[src/rtl/pprb_pkg.sv]
// Shared types and codes for the per-peer packet reorder buffer.
`default_nettype none
package pprb_pkg;
	localparam logic [1:0] ACT_ARRIVE = 2'd0;
	localparam logic [1:0] ACT_POLL   = 2'd1;
	localparam logic [1:0] ACT_FLUSH  = 2'd2;
	localparam logic [1:0] ACT_NOP    = 2'd3;

	localparam logic [2:0] KIND_DELIVER = 3'd0;
	localparam logic [2:0] KIND_PASS    = 3'd1;
	localparam logic [2:0] KIND_BUF     = 3'd2;
	localparam logic [2:0] KIND_DUP     = 3'd3;
	localparam logic [2:0] KIND_EVICT   = 3'd4;
	localparam logic [2:0] KIND_NONE    = 3'd5;
	localparam logic [2:0] KIND_FLUSH   = 3'd6;

	localparam logic [1:0] REG_WINDOW = 2'd0;
	localparam logic [1:0] REG_PEERS  = 2'd1;
	localparam logic [1:0] REG_SLOTS  = 2'd2;
	localparam logic [1:0] REG_MINLEN = 2'd3;

	localparam int KEY_PORT_BITS = 16;

	typedef struct packed {
		logic [31:0] seq;
		logic [47:0] tstamp;
		logic [15:0] tag;
		logic [11:0] len;
	} slot_t;

	typedef struct packed {
		logic [2:0]  kind;
		logic [15:0] tag;
		logic [11:0] len;
		logic [31:0] addr;
		logic [15:0] port;
		logic [31:0] seq;
		logic [15:0] evicted;
	} res_t;
endpackage
`default_nettype wire

[src/rtl/pprb_min_tree.sv]
// Balanced min-search tree: lowest key among enabled leaves, lowest index on ties.
`default_nettype none
module pprb_min_tree import pprb_pkg::*; #(
	parameter int N = 16,
	parameter int W = 48
) (
	input  wire logic [N-1:0]              en,
	input  wire logic [W-1:0]              key [N],
	output logic                           found,
	output logic [((N > 1) ? $clog2(N) : 1)-1:0] idx
);
	localparam int IW = (N > 1) ? $clog2(N) : 1;
	localparam int M  = 1 << $clog2(N);

	logic          v  [2*M];
	logic [W-1:0]  k  [2*M];
	logic [IW-1:0] ix [2*M];

	always_comb begin
		v[0]  = 1'b0;
		k[0]  = '0;
		ix[0] = '0;
		for (int i = 0; i < M; i++) begin
			if (i < N) begin
				v[M+i]  = en[i];
				k[M+i]  = key[i];
			end else begin
				v[M+i]  = 1'b0;
				k[M+i]  = '0;
			end
			ix[M+i] = IW'(i);
		end
		for (int n = M - 1; n >= 1; n--) begin
			// take the right child only when it is strictly smaller
			if (v[2*n+1] && (!v[2*n] || k[2*n+1] < k[2*n])) begin
				v[n]  = 1'b1;
				k[n]  = k[2*n+1];
				ix[n] = ix[2*n+1];
			end else begin
				v[n]  = v[2*n];
				k[n]  = k[2*n];
				ix[n] = ix[2*n];
			end
		end
		found = v[1];
		idx   = ix[1];
	end
endmodule
`default_nettype wire

[config.mk]
export PLATFORM = sky130hd
export DESIGN_NAME = pprb_min_tree
export DESIGN_NICKNAME = d
export VERILOG_FILES = /design/src/rtl/pprb_pkg.sv /design/src/rtl/pprb_min_tree.sv
export SDC_FILE = /design/constraint.sdc
export NUM_CORES = 2
export LEC_CHECK = 0
export ABC_AREA = 1
export ABC_CLOCK_PERIOD_IN_PS = 11400
export BUFFER_PORTS_ARGS = -buffer_cell sky130_fd_sc_hd__buf_2
export CORE_AREA = 5 5 301 303
export DETAILED_ROUTE_END_ITERATION = 16
export DIE_AREA = 0 0 306 308
export PLACE_DENSITY = 0.58
export SYNTH_ARGS = -nofsm -noshare
export SYNTH_HDL_FRONTEND = slang
export SYNTH_SLANG_ARGS = --single-unit
[constraint.sdc]
create_clock -name vclk -period 11.4
set_input_delay 1.14 -clock vclk [all_inputs]
set_output_delay 1.14 -clock vclk [all_outputs]
set_load 0.05 [all_outputs]
======== Word level (Yosys, flattened, before mapping) ========
Index checks and enable logic that the tools add are counted.
W data, S select, Z words.
storage, ports and cells
  flip-flop bits (word level) ............. 0
  bits of input ports ..................... 784
  output and inout bits ................... 5
  logic and storage cells ................. 104
cells by class
  order comparisons ....................... 15
  multiplexer cells ....................... 44
  reduce and logical (&&, ||, !) cells .... 45
operators with widths
  kind                 number
  $lt A48 B48 Y1       15
  $mux W48             14
  $mux W4              7
  $mux W1              23
  $logic_and A1 B1 Y1  15
  $logic_not A1 Y1     15
  $logic_or A1 B1 Y1   15

======== Depth between registers and ports, before layout ========
  depth in word-level cells ............... 16
  gate-level depth with buffers ........... 68
  gate-level depth less buffers ........... 64

======== Worst setup path before layout ========
No wires, ideal clock.
  path type ............................... input port to output port
  start point ............................. input port key[663] in the netlist's numbering
  end point ............................... output port idx[1] in the netlist's numbering
  arrival time ............................ 8.666 ns
  required time ........................... 10.260 ns
  slack ................................... 1.594 ns
  cell stages on the path ................. 59
  buffers on the path ..................... 6
  cell sequence ........................... inv_1 ha_1 nand2_1 nor2_1 and2_1 nand2_1 nor2_1 nand2_1 nand2_1 nor2_1 nand2_1 nand2_2 nand2_2 clkbuf_1 clkbuf_1 a21oi_1 ha_1 nand2_1 [23 not listed] nand2_2 nand2_4 clkbuf_1 clkbuf_1 nand2_1 o21ai_0 ha_1 nand2_1 nor4_1 nor4b_1 nand2_1 o21ai_0 a211oi_1 nand2_1 nand2_2 nand2_2 nand2_1 nand2_1
between the ends
  word-level cells in the longest chain between the ends .. 16
  elaborated cells on any way between the ends .. 23
  classes of those cells .................. 4 x order compare; 9 x mux; 10 x reduce/logical
RTL lines
  element                                             RTL line             RTL
  from (decl)                                         pprb_min_tree.sv:8   input wire logic [W-1:0] key [N],
  $lt A48 B48 Y1                                      pprb_min_tree.sv:35  if (v[2*n+1] && (!v[2*n] || k[2*n+1] < k[2*n])) begin
  $logic_or A1 B1 Y1                                  pprb_min_tree.sv:35
  $logic_and A1 B1 Y1                                 pprb_min_tree.sv:35
  $mux W48                                            pprb_min_tree.sv:35
  $lt A48 B48 Y1                                      pprb_min_tree.sv:35
  $logic_or A1 B1 Y1                                  pprb_min_tree.sv:35
  $logic_and A1 B1 Y1                                 pprb_min_tree.sv:35
  $mux W48 or $mux W1 (tied branches)                 pprb_min_tree.sv:35
  $lt A48 B48 Y1 or $logic_not A1 Y1 (tied branches)  pprb_min_tree.sv:35
  $logic_or A1 B1 Y1                                  pprb_min_tree.sv:35
  $logic_and A1 B1 Y1                                 pprb_min_tree.sv:35
  $mux W48 or $mux W1 (tied branches)                 pprb_min_tree.sv:35
  $lt A48 B48 Y1 or $logic_not A1 Y1 (tied branches)  pprb_min_tree.sv:35
  $logic_or A1 B1 Y1                                  pprb_min_tree.sv:35
  $logic_and A1 B1 Y1                                 pprb_min_tree.sv:35
  $mux W4 (*)                                         pprb_min_tree.sv:35
  to (decl)                                           pprb_min_tree.sv:10  output logic [((N > 1) ? $clog2(N) : 1)-1:0] idx
Every way passes the cells marked *; elsewhere a longest branch is shown, timed or not.

======== Worst setup path after layout ========
  start point ............................. input port key[255] in the netlist's numbering
  end point ............................... output port idx[2] in the netlist's numbering
between the ends
  word-level cells in the longest chain between the ends .. 16
  elaborated cells on any way between the ends .. 21
  classes of those cells .................. 4 x order compare; 8 x mux; 9 x reduce/logical
RTL lines
  element                                             RTL line
  $lt A48 B48 Y1                                      pprb_min_tree.sv:35
  $logic_or A1 B1 Y1                                  pprb_min_tree.sv:35
  $logic_and A1 B1 Y1                                 pprb_min_tree.sv:35
  $mux W48                                            pprb_min_tree.sv:35
  $lt A48 B48 Y1                                      pprb_min_tree.sv:35
  $logic_or A1 B1 Y1                                  pprb_min_tree.sv:35
  $logic_and A1 B1 Y1                                 pprb_min_tree.sv:35
  $mux W48 or $mux W1 (tied branches)                 pprb_min_tree.sv:35
  $lt A48 B48 Y1 or $logic_not A1 Y1 (tied branches)  pprb_min_tree.sv:35
  $logic_or A1 B1 Y1                                  pprb_min_tree.sv:35
  $logic_and A1 B1 Y1                                 pprb_min_tree.sv:35
  $mux W48                                            pprb_min_tree.sv:35
  $lt A48 B48 Y1                                      pprb_min_tree.sv:35
  $logic_or A1 B1 Y1                                  pprb_min_tree.sv:35
  $logic_and A1 B1 Y1                                 pprb_min_tree.sv:35
  $mux W4 (*)                                         pprb_min_tree.sv:35
Marked as above.

==> flow_metrics.py <==
metrics = {
    "critical_path": {
        "endpoint_kind": "output port",
        "worstSetupPathType": "in2out",
        "cp.required_ns": 10.26,
        "max_stage_delay_ns": 0.61,
        "critPathMaxFanout": 48,
        "worst_path_most_repeated_cell": "nand2_1",
        "cp_slowest_cell": "o21ai_0",
        "cp.arrival_ns": 9.64,
        "start_kind": "input pin",
    },
    "timing": {
        "tightest_slew_ns": 0.826,
        "setup-violations-final": 0,
        "slew_viol_final": 0,
        "hold_viol": 0,
        "fmax_mhz": 92.8,
        "slew_headroom_pct": 44.4,
        "hold_ws_ns": 3.21,
        "worst_slack_ns": 0.621,
        "period_minus_slack_ns": 10.78,
        "fin_crit_sh_pct": 94.6,
    },
    "place": {
        "dpl.hpwl_um": 110000,
        "io_buffers": 789,
        "postPlaceCellArea_um2": 29600,
        "place_ws_ns": -0.886,
        "gp_congestion": 0.974,
    },
    "power_and_ir_drop": {
        "ir_worst_vdd_mv": 0.331,
        "p_leak_nw": 17.2,
        "power_density_nw_per_um2": 88.5,
    },
    "drt": {
        "wl_met2_um": 59400,
        "wirelength_um": 120000,
        "ant_nets": 0,
        "met3_length_um": 6210,
        "wl_met1_um": 51500,
        "wire_per_inst_um": 19.8,
        "dr_total_vias": 29700,
        "top_layer": "met5",
        "drc_errors": 0,
        "via_per_inst": 4.89,
        "drt_iter0_drc": 1856,
        "dr.pass1.iters": 5,
    },
    "synthesis": {
        "synthCells": 4125,
        "yosysSeqAreaShare_pct": 0,
        "synth.distinct_cells": 33,
        "synth_nets": 5614,
        "synth_area_um2": 23800,
        "syn-mean-instance-area_um2": 5.77,
        "yosys_warnings": 0,
    },
    "final_layout": {
        "area_delta_synth_final_pct": 26.9,
        "layout_common_cells": "nand2_1, buf_2, ha_1, o21ai_0, inv_1",
        "finalInstanceArea_um2": 30200,
        "flops_and_latches": 0,
        "layout_commonest_cell": "nand2_1",
        "fin_util_pct": 34.4,
        "register_area_um2": 0,
        "drive_above_1_share_pct": 20.1,
        "clock_buffers": 0,
        "final_nets": 6373,
    },
    "die": {
        "die_w_um": 306,
        "start_util_pct": 27.1,
        "row_count": 109,
        "die_y_um": 308,
        "core_area_um2": 87700,
        "io_pins": 789,
        "dieArea_um2": 94200,
    },
    "grt": {
        "grt_max_degree": 96,
        "grtUsageTotal_pct": 23.5,
        "gr-total-overflow": 0,
        "antenna_found_initial": 33,
        "grt_pass1_vias": 28100,
        "grt_pass1_wl_um": 170000,
    },
    "outcome": {
        "status": "complete, no violations",
    },
    "hold_path": {
        "holdPathStages": 7,
        "hp-class": "in2out",
    },
    "clock_network": {
        "ctsHoldBuffers": 0,
    },
    "job": {
        "maxCapViolCount": 0,
    },
}
==> cells in the mapped netlist <==
cell | instances | share of area [%]
o221a_2 | 6 | 0.28
a21oi_1 | 444 | 9.3
nand2_1 | 1134 | 18
nor2_1 | 291 | 4.6
clkbuf_1 | 134 | 2.1
or2_2 | 8 | 0.21
o2111ai_1 | 3 | 0.11
clkinv_1 | 1 | 0.016
o21ai_0 | 591 | 12
nor3_1 | 40 | 0.84
and3b_1 | 1 | 0.037
nor4_1 | 14 | 0.37
a2111oi_0 | 2 | 0.074
ha_1 | 705 | 37
o2111a_1 | 1 | 0.047
nand3b_1 | 6 | 0.19
o221ai_1 | 10 | 0.37
nand3_1 | 46 | 0.97
o21a_1 | 19 | 0.60
o211ai_1 | 6 | 0.19
o21bai_1 | 2 | 0.063
inv_1 | 518 | 8.2
nand2_2 | 16 | 0.42
and2_1 | 8 | 0.21
a21o_1 | 6 | 0.19
a211oi_1 | 38 | 1.2
buf_1 | 5 | 0.079
nor4b_1 | 3 | 0.11
nand4_1 | 60 | 1.6
nand2_4 | 1 | 0.047
a31oi_1 | 3 | 0.079
a211o_1 | 2 | 0.074
buf_2 | 1 | 0.021
==> layout make-up <==
| class | count | area (um2) |
|---|---|---|
| fill | 9898 | 57500 |
| multi-input combinational | 3466 | 21600 |
| timing repair buffer | 895 | 5070 |
| inverter | 519 | 1960 |
| tap | 1165 | 1460 |
| antenna | 22 | 55.1 |
| timing repair inverter | 2 | 10.0 |
==> metal layers <==
metal,global-route usage (%),vias up
li1,-,15500
met1,29.3,13100
met2,43.4,930
met3,2.49,120
met4,5.18,8
met5,0,-
==> path summary, 6_finish.rpt <==
check | start | endpoint | slack, ns
max | key[255] | idx[2] | 0.62
min | en[0] | found | 3.21
==> what timing repair did <==
action / in CTS / in global routing
gates resized for setup: 28 / 121
pin swaps: 1 / 1
gates cloned: 0 / 6
setup buffers: 1 / 0
setup endpoints to repair: 4 / 4
==> worst max-delay path, delay by kind of cell <==
family | cells | cell delay [ns]
AND/OR/NAND/NOR | 28 | 2.87
AO/OA/AOI/OAI | 14 | 3.09
buffers and inverters | 9 | 1.36
adder cells (fa/ha/maj) | 4 | 1.13
==> per-stage QoR <==
step / power, W / instances / setup TNS (ns)
floorplan: 0.00155 / 4125 / 0
global placement: 0.00257 / 6040 / -3.36
detailed placement: 0.00259 / 6040 / -3.45
CTS: 0.00262 / 6041 / 0
global route: 0.00303 / 6061 / -0.0768
finish: 0.00267 / 6069 / 0
==> where the power goes <==
part	leakage (nW)	switching, W	internal (W)
clock network	0.000142	0	0.000000000163
logic	17.2	0.00168	0.000992
registers	0	0	0
total	17.2	0.00168	0.000992
==> cell families (layout without fill, tap and decap cells) <==
logic type / Yosys count / count (layout) / share of synthesized area (%)
AOI/OAI and AO/OA: 1133 / 1133 / 25.1
other: 0 / 22 / 0
and+or+nand+nor: 1628 / 1628 / 27.5
adders and majority gates: 705 / 705 / 37.1
buffers and inverters: 659 / 1416 / 10.4
Note: power is estimated with default switching activity, not from simulation.
